File: config.mk
export PLATFORM = sky130hd
export DESIGN_NAME = sequential_byte_list
export DESIGN_NICKNAME = d
export VERILOG_FILES = /design/src/hdl/sbl_pkg.sv /design/src/hdl/sbl_ram.sv /design/src/hdl/sbl_ctrl.sv /design/src/hdl/sbl_datapath.sv /design/src/hdl/sequential_byte_list.sv
export VERILOG_INCLUDE_DIRS = /design/src /design/src/hdl
export SDC_FILE = /design/constraint.sdc
export NUM_CORES = 1
export LEC_CHECK = 0
export ABC_AREA = 1
export BUFFER_PORTS_ARGS = -buffer_cell sky130_fd_sc_hd__buf_4
export CAP_MARGIN = 20
export CELL_PAD_IN_SITES_DETAIL_PLACEMENT = 1
export CELL_PAD_IN_SITES_GLOBAL_PLACEMENT = 2
export CORE_UTILIZATION = 37
export DETAILED_ROUTE_END_ITERATION = 7
export PLACE_DENSITY_LB_ADDON = 0.12
export SETUP_SLACK_MARGIN = 0.15
export SLEW_MARGIN = 15
export SYNTH_ARGS = -nofsm -noshare
export SYNTH_HDL_FRONTEND = slang
export SYNTH_SLANG_ARGS = --single-unit
File: constraint.sdc
create_clock -name clk -period 3 [get_ports clk]
set_input_delay 0.6 -clock clk [delete_from_list [all_inputs] [get_ports clk]]
set_output_delay 0.6 -clock clk [all_outputs]
set_load 0.005 [all_outputs]
File: src/hdl/sequential_byte_list_assert.svh
// Assertion macros for the RTL datapath; empty when synthesising.
`ifndef SEQUENTIAL_BYTE_LIST_ASSERT_SVH
`define SEQUENTIAL_BYTE_LIST_ASSERT_SVH

`ifndef SYNTHESIS
// antecedent implies consequent in the same cycle
`define SBL_ASSERT_SAME(label, ante, cons, msg) \
    label: assert property (@(posedge clk) disable iff (!rst_n) (ante) |-> (cons)) \
        else $error(msg);
// antecedent implies consequent in the next cycle
`define SBL_ASSERT_NEXT(label, ante, cons, msg) \
    label: assert property (@(posedge clk) disable iff (!rst_n) (ante) |=> (cons)) \
        else $error(msg);
`else
`define SBL_ASSERT_SAME(label, ante, cons, msg)
`define SBL_ASSERT_NEXT(label, ante, cons, msg)
`endif

`endif

File: src/hdl/sbl_pkg.sv
package sbl_pkg;

    localparam int CAPACITY_DEF = 16;

    localparam int CMD_W  = 3;
    localparam int POS_W  = 4;
    localparam int DATA_W = 8;
    localparam int STAT_W = 3;
    localparam int FILL_W = 5;

    localparam int IN_TDATA_W  = 16;
    localparam int OUT_TDATA_W = 16;

    // command codes
    localparam logic [CMD_W-1:0] CMD_APPEND  = 3'd0;
    localparam logic [CMD_W-1:0] CMD_MODIFY  = 3'd1;
    localparam logic [CMD_W-1:0] CMD_REMOVE  = 3'd2;
    localparam logic [CMD_W-1:0] CMD_READ    = 3'd3;
    localparam logic [CMD_W-1:0] CMD_SEARCH  = 3'd4;
    localparam logic [CMD_W-1:0] CMD_REVERSE = 3'd5;

    // status codes
    localparam logic [STAT_W-1:0] STAT_OK       = 3'd0;
    localparam logic [STAT_W-1:0] STAT_FULL     = 3'd1;
    localparam logic [STAT_W-1:0] STAT_EMPTY    = 3'd2;
    localparam logic [STAT_W-1:0] STAT_BADPOS   = 3'd3;
    localparam logic [STAT_W-1:0] STAT_NOTFOUND = 3'd4;

    typedef enum logic [3:0] {
        S_IDLE,
        S_DECODE,
        S_READ_CAP,
        S_SHIFT_RD,
        S_SHIFT_WR,
        S_SCAN_RD,
        S_SCAN_CMP,
        S_SWAP_CHK,
        S_SWAP_RDHI,
        S_SWAP_WRLO,
        S_SWAP_WRHI,
        S_FINISH
    } state_t;

    // RAM address source
    typedef enum logic [2:0] {
        ADR_OCC,
        ADR_POS,
        ADR_IDX,
        ADR_IDX1,
        ADR_HI
    } adr_sel_t;

    // RAM write data source
    typedef enum logic [1:0] {
        WD_VAL,
        WD_RD,
        WD_TMP
    } wd_sel_t;

    typedef struct packed {
        logic                in_ready;
        logic                occ_inc;
        logic                occ_dec;
        logic                idx_load_pos;
        logic                idx_clear;
        logic                idx_inc;
        logic                hi_load;
        logic                hi_dec;
        logic                tmp_load;
        logic                rdata_load;
        logic                status_load;
        logic [STAT_W-1:0]   status_code;
        adr_sel_t            rd_sel;
        logic                wr_en;
        adr_sel_t            wr_sel;
        wd_sel_t             wd_sel;
        logic                out_load;
    } ctl_t;

    typedef struct packed {
        logic                in_accept;
        logic [CMD_W-1:0]    cmd;
        logic                empty;
        logic                full;
        logic                pos_bad;
        logic                shift_more;
        logic                scan_more;
        logic                match;
        logic                swap_more;
        logic                out_free;
    } stat_t;

endpackage

File: src/hdl/sbl_ram.sv
module sbl_ram #(
    parameter int WIDTH = 8,
    parameter int DEPTH = 16,
    parameter int ADDR_W = $clog2(DEPTH)
) (
    input  logic              clk,
    input  logic              we,
    input  logic [ADDR_W-1:0] waddr,
    input  logic [WIDTH-1:0]  wdata,
    input  logic [ADDR_W-1:0] raddr,
    output logic [WIDTH-1:0]  rdata
);

    logic [WIDTH-1:0] mem [DEPTH];
    logic [WIDTH-1:0] rdata_reg;

    always_ff @(posedge clk)
    begin
        if (we)
        begin
            mem[waddr] <= wdata;
        end
        rdata_reg <= mem[raddr];
    end

    assign rdata = rdata_reg;

endmodule

File: src/hdl/sbl_ctrl.sv
module sbl_ctrl
    import sbl_pkg::*;
(
    input  logic  clk,
    input  logic  rst_n,
    input  stat_t stat,
    output ctl_t  ctl
);

    state_t state_reg;
    state_t state_next;

    always_ff @(posedge clk or negedge rst_n)
    begin
        if (!rst_n)
        begin
            state_reg <= S_IDLE;
        end
        else
        begin
            state_reg <= state_next;
        end
    end

    // next state
    always_comb
    begin
        state_next = state_reg;
        case (state_reg)
            S_IDLE:
            begin
                if (stat.in_accept)
                begin
                    state_next = S_DECODE;
                end
            end
            S_DECODE:
            begin
                state_next = S_FINISH;
                if (stat.cmd inside {CMD_MODIFY, CMD_REMOVE, CMD_READ})
                begin
                    if (!stat.empty && !stat.pos_bad)
                    begin
                        if (stat.cmd == CMD_REMOVE)
                        begin
                            state_next = S_SHIFT_RD;
                        end
                        else if (stat.cmd == CMD_READ)
                        begin
                            state_next = S_READ_CAP;
                        end
                    end
                end
                else if (stat.cmd == CMD_SEARCH && !stat.empty)
                begin
                    state_next = S_SCAN_RD;
                end
                else if (stat.cmd == CMD_REVERSE && !stat.empty)
                begin
                    state_next = S_SWAP_CHK;
                end
            end
            S_READ_CAP:  state_next = S_FINISH;
            S_SHIFT_RD:  state_next = stat.shift_more ? S_SHIFT_WR : S_FINISH;
            S_SHIFT_WR:  state_next = S_SHIFT_RD;
            S_SCAN_RD:   state_next = stat.scan_more ? S_SCAN_CMP : S_FINISH;
            S_SCAN_CMP:  state_next = stat.match ? S_FINISH : S_SCAN_RD;
            S_SWAP_CHK:  state_next = stat.swap_more ? S_SWAP_RDHI : S_FINISH;
            S_SWAP_RDHI: state_next = S_SWAP_WRLO;
            S_SWAP_WRLO: state_next = S_SWAP_WRHI;
            S_SWAP_WRHI: state_next = S_SWAP_CHK;
            S_FINISH:
            begin
                if (stat.out_free)
                begin
                    state_next = S_IDLE;
                end
            end
            default:     state_next = S_IDLE;
        endcase
    end

    // datapath commands
    always_comb
    begin
        ctl        = '0;
        ctl.rd_sel = ADR_IDX;
        ctl.wr_sel = ADR_IDX;
        ctl.wd_sel = WD_RD;
        case (state_reg)
            S_IDLE:
            begin
                ctl.in_ready = 1'b1;
            end
            S_DECODE:
            begin
                case (stat.cmd)
                    CMD_APPEND:
                    begin
                        if (stat.full)
                        begin
                            ctl.status_load = 1'b1;
                            ctl.status_code = STAT_FULL;
                        end
                        else
                        begin
                            ctl.wr_en   = 1'b1;
                            ctl.wr_sel  = ADR_OCC;
                            ctl.wd_sel  = WD_VAL;
                            ctl.occ_inc = 1'b1;
                        end
                    end
                    CMD_MODIFY, CMD_REMOVE, CMD_READ:
                    begin
                        if (stat.empty)
                        begin
                            ctl.status_load = 1'b1;
                            ctl.status_code = STAT_EMPTY;
                        end
                        else if (stat.pos_bad)
                        begin
                            ctl.status_load = 1'b1;
                            ctl.status_code = STAT_BADPOS;
                        end
                        else if (stat.cmd == CMD_MODIFY)
                        begin
                            ctl.wr_en  = 1'b1;
                            ctl.wr_sel = ADR_POS;
                            ctl.wd_sel = WD_VAL;
                        end
                        else if (stat.cmd == CMD_REMOVE)
                        begin
                            ctl.idx_load_pos = 1'b1;
                        end
                        else
                        begin
                            ctl.rd_sel = ADR_POS;
                        end
                    end
                    CMD_SEARCH:
                    begin
                        ctl.status_load = 1'b1;
                        ctl.status_code = stat.empty ? STAT_EMPTY : STAT_NOTFOUND;
                        ctl.idx_clear   = 1'b1;
                    end
                    CMD_REVERSE:
                    begin
                        if (stat.empty)
                        begin
                            ctl.status_load = 1'b1;
                            ctl.status_code = STAT_EMPTY;
                        end
                        else
                        begin
                            ctl.idx_clear = 1'b1;
                            ctl.hi_load   = 1'b1;
                        end
                    end
                    default:
                    begin
                    end
                endcase
            end
            S_READ_CAP:
            begin
                ctl.rdata_load = 1'b1;
            end
            S_SHIFT_RD:
            begin
                if (stat.shift_more)
                begin
                    ctl.rd_sel = ADR_IDX1;
                end
                else
                begin
                    ctl.occ_dec = 1'b1;
                end
            end
            S_SHIFT_WR:
            begin
                ctl.wr_en   = 1'b1;
                ctl.idx_inc = 1'b1;
            end
            S_SCAN_CMP:
            begin
                if (stat.match)
                begin
                    ctl.status_load = 1'b1;
                    ctl.status_code = STAT_OK;
                end
                else
                begin
                    ctl.idx_inc = 1'b1;
                end
            end
            S_SWAP_RDHI:
            begin
                ctl.tmp_load = 1'b1;
                ctl.rd_sel   = ADR_HI;
            end
            S_SWAP_WRLO:
            begin
                ctl.wr_en = 1'b1;
            end
            S_SWAP_WRHI:
            begin
                ctl.wr_en   = 1'b1;
                ctl.wr_sel  = ADR_HI;
                ctl.wd_sel  = WD_TMP;
                ctl.idx_inc = 1'b1;
                ctl.hi_dec  = 1'b1;
            end
            S_FINISH:
            begin
                ctl.out_load = stat.out_free;
            end
            default:
            begin
            end
        endcase
    end

endmodule

File: src/hdl/sbl_datapath.sv
`include "sequential_byte_list_assert.svh"

module sbl_datapath
    import sbl_pkg::*;
#(
    parameter int CAPACITY = CAPACITY_DEF
) (
    input  logic                   clk,
    input  logic                   rst_n,
    input  ctl_t                   ctl,
    output stat_t                  stat,
    input  logic                   s_tvalid,
    input  logic [IN_TDATA_W-1:0]  s_tdata,
    output logic                   m_tvalid,
    input  logic                   m_tready,
    output logic [OUT_TDATA_W-1:0] m_tdata
);

    localparam int ADDR_W = $clog2(CAPACITY);
    localparam int CNT_W  = $clog2(CAPACITY + 1);
    localparam int CMP_W  = (CNT_W > POS_W) ? CNT_W : POS_W;

    logic [CMD_W-1:0]  cmd_reg;
    logic [POS_W-1:0]  pos_reg;
    logic [DATA_W-1:0] val_reg;
    logic [CNT_W-1:0]  occ_reg;
    logic [CNT_W-1:0]  idx_reg;
    logic [ADDR_W-1:0] hi_reg;
    logic [DATA_W-1:0] tmp_reg;
    logic [STAT_W-1:0] status_reg;
    logic [DATA_W-1:0] rdata_reg;

    logic [STAT_W-1:0] out_status_reg;
    logic [DATA_W-1:0] out_rdata_reg;
    logic [FILL_W-1:0] out_fill_reg;
    logic              out_valid_reg;

    logic              in_accept;
    logic [CNT_W-1:0]  idx_plus1;
    logic [CNT_W-1:0]  occ_minus1;
    logic [ADDR_W-1:0] pos_addr;
    logic [ADDR_W-1:0] ram_raddr;
    logic [ADDR_W-1:0] ram_waddr;
    logic [DATA_W-1:0] ram_wdata;
    logic [DATA_W-1:0] ram_rdata;

    assign in_accept  = s_tvalid & ctl.in_ready;
    assign idx_plus1  = idx_reg + 1'b1;
    assign occ_minus1 = occ_reg - 1'b1;
    assign pos_addr   = ADDR_W'(pos_reg);

    always_comb
    begin
        case (ctl.rd_sel)
            ADR_OCC:  ram_raddr = occ_reg[ADDR_W-1:0];
            ADR_POS:  ram_raddr = pos_addr;
            ADR_IDX:  ram_raddr = idx_reg[ADDR_W-1:0];
            ADR_IDX1: ram_raddr = idx_plus1[ADDR_W-1:0];
            ADR_HI:   ram_raddr = hi_reg;
            default:  ram_raddr = idx_reg[ADDR_W-1:0];
        endcase
        case (ctl.wr_sel)
            ADR_OCC:  ram_waddr = occ_reg[ADDR_W-1:0];
            ADR_POS:  ram_waddr = pos_addr;
            ADR_IDX:  ram_waddr = idx_reg[ADDR_W-1:0];
            ADR_IDX1: ram_waddr = idx_plus1[ADDR_W-1:0];
            ADR_HI:   ram_waddr = hi_reg;
            default:  ram_waddr = idx_reg[ADDR_W-1:0];
        endcase
        case (ctl.wd_sel)
            WD_VAL:  ram_wdata = val_reg;
            WD_RD:   ram_wdata = ram_rdata;
            WD_TMP:  ram_wdata = tmp_reg;
            default: ram_wdata = ram_rdata;
        endcase
    end

    sbl_ram #(
        .WIDTH  (DATA_W),
        .DEPTH  (CAPACITY),
        .ADDR_W (ADDR_W)
    ) u_slots (
        .clk   (clk),
        .we    (ctl.wr_en),
        .waddr (ram_waddr),
        .wdata (ram_wdata),
        .raddr (ram_raddr),
        .rdata (ram_rdata)
    );

    // item and working registers
    always_ff @(posedge clk)
    begin
        if (in_accept)
        begin
            cmd_reg <= s_tdata[CMD_W-1:0];
            pos_reg <= s_tdata[CMD_W+POS_W-1:CMD_W];
            val_reg <= s_tdata[CMD_W+POS_W+DATA_W-1:CMD_W+POS_W];
        end

        if (ctl.idx_load_pos)
        begin
            idx_reg <= CNT_W'(pos_reg);
        end
        else if (ctl.idx_clear)
        begin
            idx_reg <= '0;
        end
        else if (ctl.idx_inc)
        begin
            idx_reg <= idx_plus1;
        end

        if (ctl.hi_load)
        begin
            hi_reg <= occ_minus1[ADDR_W-1:0];
        end
        else if (ctl.hi_dec)
        begin
            hi_reg <= hi_reg - 1'b1;
        end

        if (ctl.tmp_load)
        begin
            tmp_reg <= ram_rdata;
        end

        if (in_accept)
        begin
            status_reg <= STAT_OK;
            rdata_reg  <= '0;
        end
        else
        begin
            if (ctl.status_load)
            begin
                status_reg <= ctl.status_code;
            end
            if (ctl.rdata_load)
            begin
                rdata_reg <= ram_rdata;
            end
        end

        if (ctl.out_load)
        begin
            out_status_reg <= status_reg;
            out_rdata_reg  <= rdata_reg;
            out_fill_reg   <= FILL_W'(occ_reg);
        end
    end

    // control state
    always_ff @(posedge clk or negedge rst_n)
    begin
        if (!rst_n)
        begin
            occ_reg       <= '0;
            out_valid_reg <= 1'b0;
        end
        else
        begin
            if (ctl.occ_inc)
            begin
                occ_reg <= occ_reg + 1'b1;
            end
            else if (ctl.occ_dec)
            begin
                occ_reg <= occ_minus1;
            end

            if (ctl.out_load)
            begin
                out_valid_reg <= 1'b1;
            end
            else if (m_tready)
            begin
                out_valid_reg <= 1'b0;
            end
        end
    end

    always_comb
    begin
        stat.in_accept  = in_accept;
        stat.cmd        = cmd_reg;
        stat.empty      = (occ_reg == '0);
        stat.full       = (occ_reg == CNT_W'(CAPACITY));
        stat.pos_bad    = (CMP_W'(pos_reg) >= CMP_W'(occ_reg));
        stat.shift_more = (idx_plus1 < occ_reg);
        stat.scan_more  = (idx_reg < occ_reg);
        stat.match      = (ram_rdata == val_reg);
        stat.swap_more  = (idx_reg < CNT_W'(hi_reg));
        stat.out_free   = !out_valid_reg || m_tready;
    end

    assign m_tvalid = out_valid_reg;
    assign m_tdata  = {out_fill_reg, out_rdata_reg, out_status_reg};

    `SBL_ASSERT_SAME(a_occ_bound, 1'b1, occ_reg <= CNT_W'(CAPACITY), "fill count beyond capacity")
    `SBL_ASSERT_SAME(a_inc_not_full, ctl.occ_inc, !stat.full && !ctl.occ_dec, "append on full list")
    `SBL_ASSERT_SAME(a_dec_not_empty, ctl.occ_dec, !stat.empty, "remove on empty list")
    `SBL_ASSERT_SAME(a_out_free, ctl.out_load, stat.out_free, "result overwrites pending beat")
    `SBL_ASSERT_NEXT(a_accept_idle, in_accept, !ctl.in_ready && !out_valid_reg || !ctl.in_ready,
        "second beat taken while busy")

endmodule

File: src/hdl/sequential_byte_list.sv
// Append, modify, bad/empty cases and unused codes go from decode straight to the result;
// read first captures the RAM word; remove shifts the tail down; search scans from the
// head; reverse swaps pairs from both ends inward. A command is taken only while idle, so
// a new one waits until the previous one is through. A new beat is taken while the
// previous result waits in the output register. Reset (rst_n low, asynchronous) empties
// the list and drops any pending result; element RAM contents are left as they were.
module sequential_byte_list
    import sbl_pkg::*;
#(
    parameter int CAPACITY = CAPACITY_DEF
) (
    input  logic                   clk,
    input  logic                   rst_n,
    // command beat
    input  logic                   s_tvalid,
    output logic                   s_tready,
    input  logic [IN_TDATA_W-1:0]  s_tdata,   // command[2:0], position[6:3], value[14:7], 0
    // result beat
    output logic                   m_tvalid,
    input  logic                   m_tready,
    output logic [OUT_TDATA_W-1:0] m_tdata    // status[2:0], read_data[10:3], fill_count[15:11]
);

    ctl_t  ctl;
    stat_t stat;

    // state machine: decodes the command and sequences the RAM walk
    sbl_ctrl u_ctrl (
        .clk   (clk),
        .rst_n (rst_n),
        .stat  (stat),
        .ctl   (ctl)
    );

    // element store, fill count, walk indices and the output register
    sbl_datapath #(
        .CAPACITY (CAPACITY)
    ) u_datapath (
        .clk      (clk),
        .rst_n    (rst_n),
        .ctl      (ctl),
        .stat     (stat),
        .s_tvalid (s_tvalid),
        .s_tdata  (s_tdata),
        .m_tvalid (m_tvalid),
        .m_tready (m_tready),
        .m_tdata  (m_tdata)
    );

    // ready only while the sequencer sits idle
    assign s_tready = ctl.in_ready;

endmodule
Yosys cells after proc, flatten, opt, wreduce, memory -nomap -nowiden
Memories as Yosys holds them, arrays and structs flattened. A register that Yosys moved wholly into a read port is not among the register bits.
Index checks and enable logic that the tools add are counted.
{"block": "classes", "add_sub_neg": 4, "order_cmp": 4, "eq_ne": 27, "mux": 69, "bitwise": 1, "n_reduce_logical": 23}
{"operator": "2-to-1 mux 4 bit", "count": 21}
{"operator": "one-hot mux 4 bit (12 select lines)", "count": 1}
{"operator": "one-hot mux 4 bit (4 select lines)", "count": 3}
{"operator": "2-to-1 mux 1 bit", "count": 24}
{"operator": "2-to-1 mux 9 bit", "count": 2}
{"operator": "== test 4 x 3 -> 1 bit, second input constant", "count": 4}
{"operator": "== test 4 bit, second input constant", "count": 4}
{"operator": "one-hot mux 8 bit (2 select lines)", "count": 1}
{"operator": "== test 3 x 2 -> 1 bit, second input constant", "count": 4}
{"operator": "== test 3 bit, second input constant", "count": 4}
{"operator": "2-to-1 mux 6 bit", "count": 2}
{"operator": "one-hot mux 6 bit (2 select lines)", "count": 1}
{"operator": "adder 5 x 1 -> 5 bit, second input constant", "count": 2}
{"operator": "less-than comparator 5 bit", "count": 2}
{"operator": "2-to-1 mux 5 bit", "count": 2}
{"operator": "one-hot mux 5 bit (2 select lines)", "count": 1}
{"operator": "== test 3 x 1 -> 1 bit, second input constant", "count": 3}
{"operator": "zero test 3 bit", "count": 3}
{"operator": "2-to-1 mux 3 bit", "count": 3}
{"operator": "one-hot mux 3 bit (3 select lines)", "count": 1}
{"operator": "== test 4 x 2 -> 1 bit, second input constant", "count": 2}
{"operator": "== test 8 bit", "count": 1}
{"operator": "one-hot mux 4 bit (2 select lines)", "count": 1}
{"operator": "2-to-1 mux 2 bit", "count": 3}
{"operator": "21 further kinds", "count": 33}
{"block": "word_totals", "reg_bits": 69, "ram_bits": 128, "inputBits": 20, "output_inout_bits": 18, "elab_cells": 144, "mem_count": 1}
{"memory": "u_datapath.u_slots.mem", "depth": 16, "width": 8, "read_ports": 1, "rd_ports_with_merged_regs": 1, "write_ports": 1, "line_no": "sbl_ram.sv:14", "rtl": "logic [WIDTH-1:0] mem [DEPTH];"}

Longest topological paths before layout
Gate-level depths: netlist of run 1.
{"block": "depth", "word_depth": 9, "ltp_mapped": 21}

By module
Synthesis of run 1 repeated with hierarchy kept, for this count alone.
{"block": "hier_totals", "cells_unflattened": 1061, "hier_area_um2": 9857.0}
{"module": "sbl_ram", "instances": 1, "cells_per_inst": 551, "area_per_inst_um2": 5766.8, "seq_area_each_um2": 4003.8}
{"module": "sbl_datapath", "instances": 1, "cells_per_inst": 394, "area_per_inst_um2": 3455.8, "seq_area_each_um2": 1801.7}
{"module": "sbl_ctrl", "instances": 1, "cells_per_inst": 116, "area_per_inst_um2": 634.4, "seq_area_each_um2": 100.1}

Worst setup path after synthesis of run 1
OpenSTA, ideal clock, no wires.
{"block": "synth_timing", "kind": "register to register", "from": "register u_datapath.occ_reg[2]", "to": "memory u_datapath.u_slots.mem[9][0], enable pin", "setup_time_ns": 0.370, "arrival_time_ns": 2.456, "setup_slack_ns": 0.173, "stages_incl_launch_ff": 18, "n_path_buf": 0, "cell_sequence": "dfrtp_1 > inv_2 > ha_1 > nand2_1 > inv_1 > nand2_1 > nand2_1 > nand2_1 > nand3_1 > inv_1 > nand4_1 > nand2_1 > nand2_1 > nand2_1 > nor2_1 > nor3_1 > nand3_1 > nor2_1"}
{"block": "synth_via", "elab_chain_len": 7, "word_cells_on_any_way": 16, "cone_classes": "order compare: 1; eq/ne: 4; mux: 9; reduce/logical: 2"}
{"element": "start, declared", "line_no": "sbl_datapath.sv:26", "rtl": "logic [CNT_W-1:0] occ_reg;"}
{"element": "start signal, assigned", "line_no": "sbl_datapath.sv:165", "rtl": "occ_reg <= occ_reg + 1'b1;"}
{"element": "start signal, assigned", "line_no": "sbl_datapath.sv:169", "rtl": "occ_reg <= occ_minus1;"}
{"element": "greater-or-equal comparator 4 x 5 -> 1 bit", "line_no": "sbl_datapath.sv:189", "rtl": "stat.pos_bad = (CMP_W'(pos_reg) >= CMP_W'(occ_reg));"}
{"element": "2-to-1 mux 9 bit", "line_no": "sbl_ctrl.sv:120", "rtl": "else if (stat.pos_bad)"}
{"element": "2-to-1 mux 9 bit", "line_no": "sbl_ctrl.sv:115", "rtl": "if (stat.empty)"}
{"element": "one-hot mux 6 bit (2 select lines)", "line_no": "sbl_ctrl.sv:97", "rtl": "case (stat.cmd)"}
{"element": "one-hot mux 5 bit (2 select lines) / one-hot mux 1 bit (2 select lines) (equally long branches)", "line_no": "sbl_ctrl.sv:90", "rtl": "case (state_reg)"}
{"element": "== test 3 bit, or another cell as far along", "line_no": "sbl_datapath.sv:62", "rtl": "case (ctl.wr_sel)"}
{"element": "one-hot mux 4 bit (4 select lines) / 2-to-1 mux 1 bit (equally long branches)", "line_no": "sbl_datapath.sv:62, sbl_ram.sv:21"}
{"element": "end, declared", "line_no": "sbl_ram.sv:14"}
Parallel ways exist; a longest one is shown, timed or not.

Worst setup path in the final report of run 1
{"block": "layout_timing", "from": "register u_datapath.idx_reg[1]", "to": "register u_datapath.u_slots.rdata_reg[5] (netlist: u_datapath.u_slots.rdata[5]) (read register of u_datapath.u_slots.mem)"}
{"block": "layout_via", "elab_chain_len": 6, "word_cells_on_any_way": 9, "cone_classes": "add/sub: 1; order compare: 1; eq/ne: 3; mux: 3; reduce/logical: 1"}
{"element": "start, declared", "line_no": "sbl_datapath.sv:27", "rtl": "logic [CNT_W-1:0] idx_reg;"}
{"element": "start signal, assigned", "line_no": "sbl_datapath.sv:103", "rtl": "idx_reg <= CNT_W'(pos_reg);"}
{"element": "start signal, assigned", "line_no": "sbl_datapath.sv:111", "rtl": "idx_reg <= idx_plus1;"}
{"element": "adder 5 x 1 -> 5 bit", "line_no": "sbl_datapath.sv:48", "rtl": "assign idx_plus1 = idx_reg + 1'b1;"}
{"element": "less-than comparator 5 bit", "line_no": "sbl_datapath.sv:190", "rtl": "stat.shift_more = (idx_plus1 < occ_reg);"}
{"element": "2-to-1 mux 1 bit", "line_no": "sbl_ctrl.sv:170", "rtl": "if (stat.shift_more)"}
{"element": "one-hot mux 3 bit (3 select lines)", "line_no": "sbl_ctrl.sv:90"}
{"element": "== test 3 bit, or another cell as far along", "line_no": "sbl_datapath.sv:54", "rtl": "case (ctl.rd_sel)"}
{"element": "one-hot mux 4 bit (4 select lines) (*)", "line_no": "sbl_datapath.sv:54"}
{"element": "end, declared", "line_no": "sbl_ram.sv:15", "rtl": "logic [WIDTH-1:0] rdata_reg;"}
Every way passes the cells marked *; elsewhere a longest branch is shown, timed or not.
A chain may end at the register's enable or synchronous reset.

==> results.md, run 1 <==
* Worst min-delay path class: in -> reg
* Vias at approximately 7400
* DRC viols at 0
* Fin Setup TNS at -0.0390 ns
* CP max FO at 8
* Post-route antenna net violation count at 0
* Largest reg by FF count: u_datapath.u_slots.mem
* First-pass GRT wire length at 42800 microns
* Syn nets at approximately 1000
* Post-synth EDFFs at around 180
* Compound-Gate Fraction of Synth Area at 3.62%
* Failing checks: setup timing
* FF-to-FF setup slack at -0.03 ns
* Row Count at 58
* Drt wl/cell at 18.7 microns
* Starting Density at 38.1%
* Most common cell in the netlist: nand2_1
* Fmax achieved at 330 MHz
* Main synth FF type: edfxtp_1
* RR Startpoint: u_datapath.idx_reg[1]$_DFFE_PP_
* CP Buf/Inv Count at 6
* Last element of the critical path: u_datapath.u_slots.rdata[5]$_DFF_P_
* Post-Syn Area at around 9700 sq um
* DR vias/cell at ~5.0
* Cells after synthesis at 973
* Synth warn at 0
* Hold Worst Slack at approximately 0.24 ns
* Largest family of logic cells by synthesized area: simple AND/OR/NAND/NOR gates
* Final setup margin at -0.0267 ns
* GRT Total Usage at about a fifth
* Clock skew at about 0.024 ns
* FF+latch count, synth at 205
* Reg2reg end: u_datapath.u_slots.rdata[5]$_DFF_P_
* Die Y at roughly 160 microns
* Bufs on Longest Clock Path at 3
* RSZ-0062 raised after global routing: yes
* Number of DRC markers in iteration 0 at 390
* Fin crit share at 101%
* Reg2reg path depth at 20
* Fin util at between 50% and 60%
* Leak at around 5.5 nW
* DIE AREA at about 27000 sq um
* Area Overhead vs Synth at 34.2%
* Fin nets at about 1200
* VDD IR max at between 0.0005 and 0.0006 V
* Simple-Gate Fraction of Synth Area at between 20% and 30%
* GP Congestion at 0.807
* Grt total ovfl at 0
* Worst-path clk slew at ~0.060 ns
* Count of different cell masters after synthesis at 46
* Aggregate routed wire length at 27900 microns
* Top cells by count, synth: nand2_1 (207), edfxtp_1 (175), nand3_1 (168)
* Port bufs at 36
* Initial antenna violation count at 0
* Critical path cell sequence: buf_6 > nand3_1 > xor2_1 > inv_1 > ha_4 > nand2_4 > nor2_4 > o21ai_2 > nand3_2 > inv_4 > nor3_4 > buf_6 > nor2_4 > nor2_4 > buf_12 > buf_12 > nand3_1 > nand3_2 > nand3_2 > nand2_2
* Max FFs per register at roughly 130
* Max-Cap Viols at 0
* CP Data Arrival Time at roughly 3.5 ns
* Vias in the first global route at 7603
* Clock root cell: clkbuf_16
* Async set or reset register ratio after synthesis at 4.88%
* Largest net degree at the start of global routing at 32
* Ranking of synthesized cells by area: edfxtp_1 (54%), nand3_1 (8.7%), nand2_1 (8.0%)
* Post-synth top area share at between 50% and 60%
* Crit path max-delay family: simple AND/OR/NAND/NOR gates
* Share of post-route cells with drive strength above 1 at between 30% and 40%
* Sequential area share after synthesis at between 60% and 70%
* HPWL after detailed placement at roughly 19000 microns
* Setup crit end kind: flip-flop
* Antenna diode count at 0
* # setup viols final at 3
* Die Wd at roughly 160 microns
* Final Hold Fails at 0
* Crit path launch: u_datapath.idx_reg[1]$_DFFE_PP_
* Critical path required time at 3.46 ns
* Fin. max-slew vios at 0
* Power Density at ~1300 nW/um^2
* Htree depth at 1
* Type of origin of the critical path: flip-flop
* Mux cell area share after synthesis at less than 1%
* Area leader, netlist: edfxtp_1
* Slew headroom at 71.4%
* TritonCTS Sinks at 205
* Levels on crit path at 20
* Status: finished with violations
* Core Region at between 20000 and 30000 sq um
* I/O pin count at 38
* Actual slew at the worst max-slew pin at 0.428 ns
* Num CTS Buffers at 24
* Worst-Skew Late Latency at 0.53 ns
* Slowest cell on crit path: edfxtp_1
* CTS tree: yes
* Detailed Routing Iterations Pass 1 at 4
* Synth Area in XOR/XNOR at under 10%
* Worst path max stage delay at between 0.4 and 0.5 ns
* Crit path kind: reg -> reg
* Min cycle time layout at approximately 3.0 ns
* Syn Area/Cell at ~10 sq um
* Post-Synth Adder-Cell Area at 2.45%
[cell families (layout without fill, tap and decap cells)]
logic type	after synthesis	count (layout)
compound gates	62	62
mux	1	1
simple gates	492	492
fa+ha+maj	19	19
flops	205	205
xor+xnor	19	19
buf+inv	175	362
[cell type report]
class / count / area (sq um)
tap: 330 / 413
timing repair buffer: 173 / 1720
fill: 2797 / 12400
clock inverter: 12 / 123
inverter: 145 / 553
sequential: 205 / 5910
multi-input combinational: 593 / 3650
clock buffer: 32 / 661
[how the worst min path moves through the flow]
stage | start | endpoint | slack [ns] | cells past startpoint
after floorplan | rst_n | u_ctrl.state_reg[0]$_DFFE_PN0P_ | 0.30 | 0
after global placement | u_datapath.rdata_reg[6]$_SDFFE_PP0P_ | u_datapath.out_rdata_reg[6]$_DFFE_PP_ | 0.41 | 0
after detailed placement | u_datapath.rdata_reg[5]$_SDFFE_PP0P_ | u_datapath.out_rdata_reg[5]$_DFFE_PP_ | 0.42 | 0
after CTS | s_tdata[1] | u_datapath.cmd_reg[1]$_DFFE_PP_ | 0.22 | 1
after global routing | s_tdata[1] | u_datapath.cmd_reg[1]$_DFFE_PP_ | 0.23 | 1
final | s_tdata[1] | u_datapath.cmd_reg[1]$_DFFE_PP_ | 0.24 | 1
[per-stage QoR]
stage	instance area [sq um]	worst slack [ns]	std cells	power (W)
floorplan	9710	0.173	973	0.00835
detailed placement	11100	-0.238	1406	0.0117
global route	13000	-0.173	1490	0.0176
finish	13000	-0.0267	1490	0.0165
CTS	12400	0.0430	1473	0.0156
global placement	11100	-0.129	1406	0.0116
[per-layer routing]
metal | vias to the layer above | track usage, % | wire length, microns
met3 | 39 | 2.60 | 788
met4 | 0 | 5.93 | 648
li1 | 3621 | - | -
met5 | - | 0 | 0
met1 | 3650 | 27.2 | 12200
met2 | 97 | 37.2 | 14200
[power by group]
part,total [W],leakage (nW),switching (W),internal (W)
clock network,0.00290,0.387,0.00118,0.00172
logic,0.00925,3.23,0.00530,0.00395
registers,0.00437,1.88,0.000294,0.00407
total,0.0165,5.49,0.00677,0.00975
[layout by cell type, fill, tap and decap left out, drive strengths merged]
master,n
nor3,8
dfxtp,20
nand3b,21
xnor2,10
dlygate4sd3,1
or2,1
xor2,9
dfrtp,10
nor4b,1
a2111oi,1
and3,1
mux2i,1
nand3,172
ha,19
clkinv,10
nor4,2
o21bai,1
nor2,67
o211ai,2
nand4,7
a22oi,4
o221ai,1
a21oi,23
buf,170
a21o,1
nand2,212
edfxtp,175
a211oi,1
clkbuf,34
a31oi,1
bufinv,2
o22ai,2
o21ai,24
clkinvlp,2
a32oi,1
inv,143
[repair_timing]
action | in CTS | in global routing
setup buffers | 19 | 15
endpoints found under the setup margin | 136 | 169
hold endpoints to repair | 10 | 0
gates cloned | 3 | 2
resized for setup | 52 | 120
pin swaps | 14 | 37
hold buffers | 1 | 0
Power figures use the tool's default switching activity.
==> inputs of run 2 (changes only) <==
--- a/config.mk
+++ b/config.mk
@@ -14,6 +14,7 @@
 export CORE_UTILIZATION = 37
 export DETAILED_ROUTE_END_ITERATION = 7
 export PLACE_DENSITY_LB_ADDON = 0.12
+export RECOVER_POWER = 100
 export SETUP_SLACK_MARGIN = 0.15
 export SLEW_MARGIN = 15
 export SYNTH_ARGS = -nofsm -noshare
==> run 2 against run 1 <==
The run still ends with setup timing left. Highest routed layer unchanged. Largest power group unchanged. Cell count unchanged. Non-clock buffer count unchanged. Die area unchanged. Power decreased by 0.46%. Core utilization decreased by 0.23 points. Critical path depth unchanged. Worst setup slack improved by 0.0011 ns. Global-route usage unchanged. Sequential power about the same. Routed wire length decreased by 0.19%. Sequential share of layout area increased by 0.20 points. Hold slack improved by 0.021 ns.
==> results.md, run 2 (same netlist as run 1, synthesis figures left out) <==
* Status: finished with violations
* Failing checks: setup timing
* Starting Density at a little under two fifths
* Min cycle time layout at around 3.0 ns
* Gate power share at between 50% and 60%
* HPWL after detailed placement at 18900 microns
* Sw frac at roughly 41%
* Die Wd at 164 microns
* Setup crit end kind: flip-flop
* Post-route antenna net violation count at 0
* GR met3 Demand/Resource at between 2 and 3%
* I/O pin count at 38
* Max FFs per register at 128
* DR vias/cell at 4.94
* Crit path kind: reg -> reg
* Final Hold Fails at 0
* Largest net degree at the start of global routing at 32
* VDD IR max at between 0.0005 and 0.0006 V
* CP Data Arrival Time at between 3 and 4 ns
* Core Region at 25500 sq um
* Post-route cell area at between 10000 and 15000 sq um
* Grt total ovfl at 0
* Slowest cell on crit path: edfxtp_1
* Slew headroom at 9.69%
* Fmax achieved at approximately 330 MHz
* Worst-path clk slew at approximately 0.060 ns
* First-pass GRT wire length at around 43000 microns
* CTS tree: yes
* Type of origin of the critical path: flip-flop
* Most frequent cells in the layout: nand2_1 (185), edfxtp_1 (175), inv_1 (128)
* Pint at between 0.009 and 0.01 W
* Number of DRC markers in iteration 0 at 340
* Placed cell area at ~11000 sq um
* Final setup margin at -0.0256 ns
* Fin Setup TNS at -0.0331 ns
* Max-Cap Viols at 0
* Flop pwr share at 26.6%
* Aggregate routed wire length at 27800 microns
* Switch Pwr at 0.00674 W
* DIE AREA at approximately 27000 sq um
* Area Overhead vs Synth at 33.6%
* Fillcell total at about 2800
* GRT Total Usage at a little over a fifth
* Power Density at ~1300 nW/um^2
* Worst min-delay path class: in -> reg
* Drt wl/cell at roughly 19 microns
* Worst-Skew Late Latency at between 0.5 and 0.6 ns
* Cell count after placement at 1406
* Port bufs at 36
* Bufs on Longest Clock Path at 3
* Met1 Usage GRT at a little over a quarter
* Htree depth at 1
* Antenna diode count at 0
* Detailed Routing Iterations Pass 1 at 6
* Fin crit share at 101%
* Final Instance Count excl. Fillers at approximately 1500
* Critical path required time at approximately 3.5 ns
* Actual slew at the worst max-slew pin at between 1 and 1.5 ns
* Fin nets at 1181
* DRC viols at 0
* RSZ-0062 raised after global routing: yes
* Fin util at between 50% and 60%
* Clock root cell: clkbuf_16
* Gr busiest metal: met2
* Vias at roughly 7400
* Die Y at 164 microns
* Leak at 5.44 nW
* Initial antenna violation count at 0
* Fin. max-slew vios at 0
* # setup viols final at 3
* Clock skew at roughly 0.025 ns
* GP Congestion at around 0.81
* Most common cell after layout, fill and taps aside: nand2_1
* Vias in the first global route at ~7600
* Share of post-route cells with drive strength above 1 at 29.6%
* Largest reg by FF count: u_datapath.u_slots.mem
* TritonCTS Sinks at ~210
* Worst path max stage delay at 0.41 ns
* Clock power share at between 10% and 20%
* Critical path cell sequence: buf_6 > nand3_1 > xor2_1 > inv_1 > ha_4 > nand2_4 > nor2_4 > o21ai_2 > nand3_2 > inv_4 > nor3_4 > buf_6 > nor2_4 > nor2_4 > buf_12 > buf_12 > nand3_1 > nand3_2 > nand3_2 > nand2_2
* Row Count at between 50 and 60
* Num CTS Buffers at 24
* CP max FO at 8
* Met2 Usage GRT at 37.2%
-- run 2: cell types whose count changed in the layout (fill, tap and decap cells not counted), sizes merged --
cell    change
buf        -43
clkbuf     +43
-- run 2: through the flow --
step | setup slack [ns] | total power (W) | hold slack (ns)
after CTS | 0.0430 | 0.0156 | 0.216
after global placement | -0.129 | 0.0116 | 0.414
after detailed placement | -0.238 | 0.0117 | 0.422
final | -0.0256 | 0.0164 | 0.264
after global routing | -0.173 | 0.0176 | 0.250
after floorplan | 0.173 | 0.00835 | 0.304
-- run 2: final timing paths --
kind | startpoint | endpoint | slack (ns) | cells past startpoint
worst max register to register | u_datapath.idx_reg[1]$_DFFE_PP_ | u_datapath.u_slots.rdata[5]$_DFF_P_ | -0.03 | 20
max in group asynchronous | rst_n | u_datapath.occ_reg[1]$_DFFE_PN0P_ | 1.89 | 2
worst min register to register | u_datapath.status_reg[2]$_SDFFE_PP0P_ | u_datapath.out_status_reg[2]$_DFFE_PP_ | 0.43 | 0
worst max-delay path | u_datapath.idx_reg[1]$_DFFE_PP_ | u_datapath.u_slots.rdata[5]$_DFF_P_ | -0.03 | 20
worst min-delay path | s_tdata[1] | u_datapath.cmd_reg[1]$_DFFE_PP_ | 0.26 | 1
min in group asynchronous | rst_n | u_ctrl.state_reg[3]$_DFFE_PN0P_ | 0.63 | 2
-- run 2: area by class of cell --
type | count | area, sq um | area share [%]
sequential | 205 | 5910 | 45.5
multi-input combinational | 593 | 3630 | 28.0
inverter | 145 | 553 | 4.27
tap | 330 | 413 | 3.18
timing repair buffer | 173 | 1680 | 13.0
clock inverter | 12 | 123 | 0.946
clock buffer | 32 | 661 | 5.10
-- run 2: timing repair --
action / 4_1_cts / 5_1_grt
pin swaps: 14 / 37
gates resized for setup: 52 / 120
setup buffers: 19 / 15
setup endpoints to repair: 136 / 169
hold buffers: 1 / 0
hold endpoints to repair: 10 / 0
cloned: 3 / 2
-- run 2: critical path, delay by kind of cell, from the launching register on --
kind | cells | cell delay [ns]
compound gates | 1 | 0.07
xor+xnor | 1 | 0.22
fa+ha+maj | 1 | 0.28
buf+inv | 6 | 0.79
flops | 1 | 0.41
simple gates | 11 | 1.19
-- run 2: layer usage --
metal | vias up | wire length [microns]
li1 | 3616 | -
met1 | 3608 | 11900
met2 | 103 | 14200
met3 | 37 | 1030
met4 | 0 | 646
met5 | - | 0
-- run 2: power groups by stage --
| stage | Combinational [W] | Clock, W | Sequential, W |
|---|---|---|---|
| final | 0.00917 | 0.00290 | 0.00437 |
| after global routing | 0.0101 | 0.00306 | 0.00442 |
| after CTS | 0.00826 | 0.00297 | 0.00436 |
| after detailed placement | 0.00726 | 0 | 0.00442 |
| after global placement | 0.00716 | 0 | 0.00441 |
| after floorplan | 0.00400 | 0 | 0.00436 |
==> inputs of run 3 (changes only) <==
--- a/config.mk
+++ b/config.mk
@@ -7,10 +7,11 @@
 export NUM_CORES = 1
 export LEC_CHECK = 0
 export ABC_AREA = 1
-export BUFFER_PORTS_ARGS = -buffer_cell sky130_fd_sc_hd__buf_4
+export BUFFER_PORTS_ARGS = -buffer_cell sky130_fd_sc_hd__buf_2
 export CAP_MARGIN = 20
 export CELL_PAD_IN_SITES_DETAIL_PLACEMENT = 1
 export CELL_PAD_IN_SITES_GLOBAL_PLACEMENT = 2
+export CORE_ASPECT_RATIO = 0.8
 export CORE_UTILIZATION = 37
 export DETAILED_ROUTE_END_ITERATION = 7
 export PLACE_DENSITY_LB_ADDON = 0.12
==> run 3 against run 2 <==
The run still ends with setup timing left. Worst setup slack got worse by 0.082 ns. Die area about the same. Final area increased by 4.6%.
==> results.md, run 3 (same netlist as run 1, synthesis figures left out) <==
* Status: finished with violations
* Failing checks: setup timing
* Crit path kind: reg -> reg
* GP Congestion at around 0.84
* Met2 Usage GRT at 35.1%
* Worst path max stage delay at around 0.4 ns
* CP max FO at 5
* Critical path cell sequence: ha_2 > nand3_2 > xor2_2 > inv_2 > ha_4 > nand2_4 > nor2_4 > o21ai_2 > nand3_2 > inv_4 > buf_4 > a21oi_2 > nand2_2 > nor2_2 > nor2_4 > buf_12 > buf_16 > buf_4 > nand2_2 > nand3_2 > nand3_4 > nand2_2
* Vias in the first global route at 7631
* Power Density at between 1000 and 1500 nW/um^2
* Share of post-route cells with drive strength above 1 at between 30% and 40%
* Gr busiest metal: met1
* Most frequent cells in the layout: edfxtp_1 (175), nand2_1 (161), inv_1 (124)
* Largest net degree at the start of global routing at 19
* Vias at 7614
* Max-Cap Viols at 0
* Bufs on Longest Clock Path at 3
* Fin. max-slew vios at 0
* Area Overhead vs Synth at 39.7%
* Port bufs at 36
* Hold Path Stages at 1
* Die Wd at between 150 and 200 microns
* Drt wl/cell at approximately 21 microns
* WHS Endpoint: u_datapath.cmd_reg[1]$_DFFE_PP_
* # setup viols final at 8
* Fin nets at ~1200
* VDD IR max at 0.000595 V
* RSZ-0062 raised after global routing: yes
* Antenna diode count at 0
* Critical path required time at around 3.4 ns
* Flop pwr share at around a quarter
* Reg2reg path depth at 22
* Min cycle time layout at just over 3 ns
* Detailed Routing Iterations Pass 1 at 5
* Grt total ovfl at 0
* Initial antenna violation count at 1
* GR met3 Demand/Resource at between 3 and 4%
* Clock skew at 0.0190 ns
* First-pass GRT wire length at approximately 47000 microns
* FF-to-FF setup slack at -0.11 ns
* Final setup margin at -0.108 ns
* Aggregate routed wire length at about 32000 microns
* Crit path max-delay family: simple AND/OR/NAND/NOR gates
* Slew headroom at approximately two fifths
* Setup crit end kind: flip-flop
* Reg2reg end: u_datapath.u_slots.rdata[3]$_DFF_P_
* CTS tree: yes
* RR Startpoint: u_datapath.idx_reg[1]$_DFFE_PP_
* Gate power share at between 50% and 60%
* Pre-CTS WS at -0.212 ns
* Worst-path clk slew at about 0.060 ns
* CP Data Arrival Time at 3.52 ns
* Leak at ~5.6 nW
* Sw frac at about 43%
* HPWL after detailed placement at approximately 19000 microns
* DR vias/cell at ~5
* Final Hold Fails at 0
* Met1 Usage GRT at ~37%
* Pint at 0.0105 W
* Core Region at 25500 sq um
* DRC viols at 0
* TritonCTS Sinks at around 210
* Die Y at about 150 microns
* GRT Total Usage at around a quarter
* Actual slew at the worst max-slew pin at 0.924 ns
* Worst min-delay path class: in -> reg
* Largest reg by FF count: u_datapath.u_slots.mem
* Max FFs per register at ~130
* Final Instance Count excl. Fillers at between 1500 and 2000
* Slowest cell on crit path: edfxtp_1
* Worst Hold Launch: s_tdata[1]
* Switch Pwr at around 0.0079 W
* CP Buf/Inv Count at 6
* Num CTS Buffers at 24
* DIE AREA at 26900 sq um
* Starting Density at 38.1%
* Fmax achieved at between 300 and 400 MHz
* Post-route antenna net violation count at 0
* Row Count at 52
* Fin crit share at 104%
* Clock power share at about 17%
* Most common cell after layout, fill and taps aside: edfxtp_1
* Fin Setup TNS at -0.664 ns
* Htree depth at 1
* Clock root cell: clkbuf_16
* Worst-Skew Late Latency at 0.53 ns
* Cell count after placement at around 1400
* I/O pin count at 38
* Type of origin of the critical path: flip-flop
* Number of DRC markers in iteration 0 at 510
[run 3: metrics by stage]
| step | util, % | instance area, sq um | power [W] | hold slack [ns] |
|---|---|---|---|---|
| floorplan | - | 9710 | 0.00835 | 0.304 |
| CTS | 50.0 | 12800 | 0.0169 | 0.224 |
| global route | 53.2 | 13600 | 0.0193 | 0.223 |
| finish | 53.2 | 13600 | 0.0184 | 0.246 |
| global placement | 43.3 | 11000 | 0.0116 | 0.412 |
| detailed placement | 43.3 | 11000 | 0.0117 | 0.419 |
[run 3: power groups by stage]
stage                     Clock [W]  Sequential [W]  Combinational (W)
after floorplan                   0         0.00436            0.00400
after global placement            0         0.00442            0.00715
after detailed placement          0         0.00443            0.00725
after CTS                   0.00326         0.00438            0.00923
after global routing        0.00338         0.00443             0.0115
final                       0.00320         0.00439             0.0108
[run 3: worst max path at each step]
| stage | slack (ns) | to | depth (start not counted) | from |
|---|---|---|---|---|
| floorplan | 0.17 | u_datapath.u_slots.mem[9][0]$_DFFE_PP_ | 17 | u_datapath.occ_reg[2]$_DFFE_PN0P_ |
| global placement | -0.18 | u_datapath.u_slots.rdata[4]$_DFF_P_ | 18 | u_datapath.idx_reg[0]$_DFFE_PP_ |
| detailed placement | -0.21 | u_datapath.u_slots.rdata[4]$_DFF_P_ | 18 | u_datapath.idx_reg[0]$_DFFE_PP_ |
| CTS | 0.01 | u_datapath.u_slots.rdata[4]$_DFF_P_ | 21 | u_datapath.idx_reg[1]$_DFFE_PP_ |
| global route | -0.21 | u_datapath.u_slots.rdata[3]$_DFF_P_ | 22 | u_datapath.idx_reg[0]$_DFFE_PP_ |
| finish | -0.11 | u_datapath.u_slots.rdata[3]$_DFF_P_ | 22 | u_datapath.idx_reg[1]$_DFFE_PP_ |
[run 3: routing by layer]
layer | up-vias | wire [microns]
met5 | - | 0
li1 | 3649 | -
met2 | 128 | 14200
met1 | 3806 | 16100
met3 | 31 | 1160
met4 | 0 | 435
[run 3: timing repair]
| action | CTS | global route |
|---|---|---|
| setup endpoints to repair | 128 | 142 |
| cloned | 9 | 1 |
| hold buffers | 1 | 0 |
| pin swaps | 38 | 48 |
| hold endpoints to repair | 10 | 0 |
| setup buffers | 19 | 13 |
| gates resized for setup | 103 | 160 |
[run 3: cell type report]
type                            instances  area (sq um)
Inverter                              145           554
Multi-Input combinational cell        593          4000
Fill cell                            2735         11900
Timing Repair Buffer                  181          1800
Clock buffer                           28           616
Sequential cell                       205          5910
Clock inverter                         16           248
Tap cell                              351           439
[run 3: worst register-to-register path: cells and delay by family, from the launching register on]
kind / cells / cell delay (ns)
flip-flops: 1 / 0.41
XOR/XNOR: 1 / 0.19
adder cells (fa/ha/maj): 2 / 0.49
buffers and inverters: 6 / 0.68
AND/OR/NAND/NOR: 11 / 0.99
AO/OA/AOI/OAI: 2 / 0.23
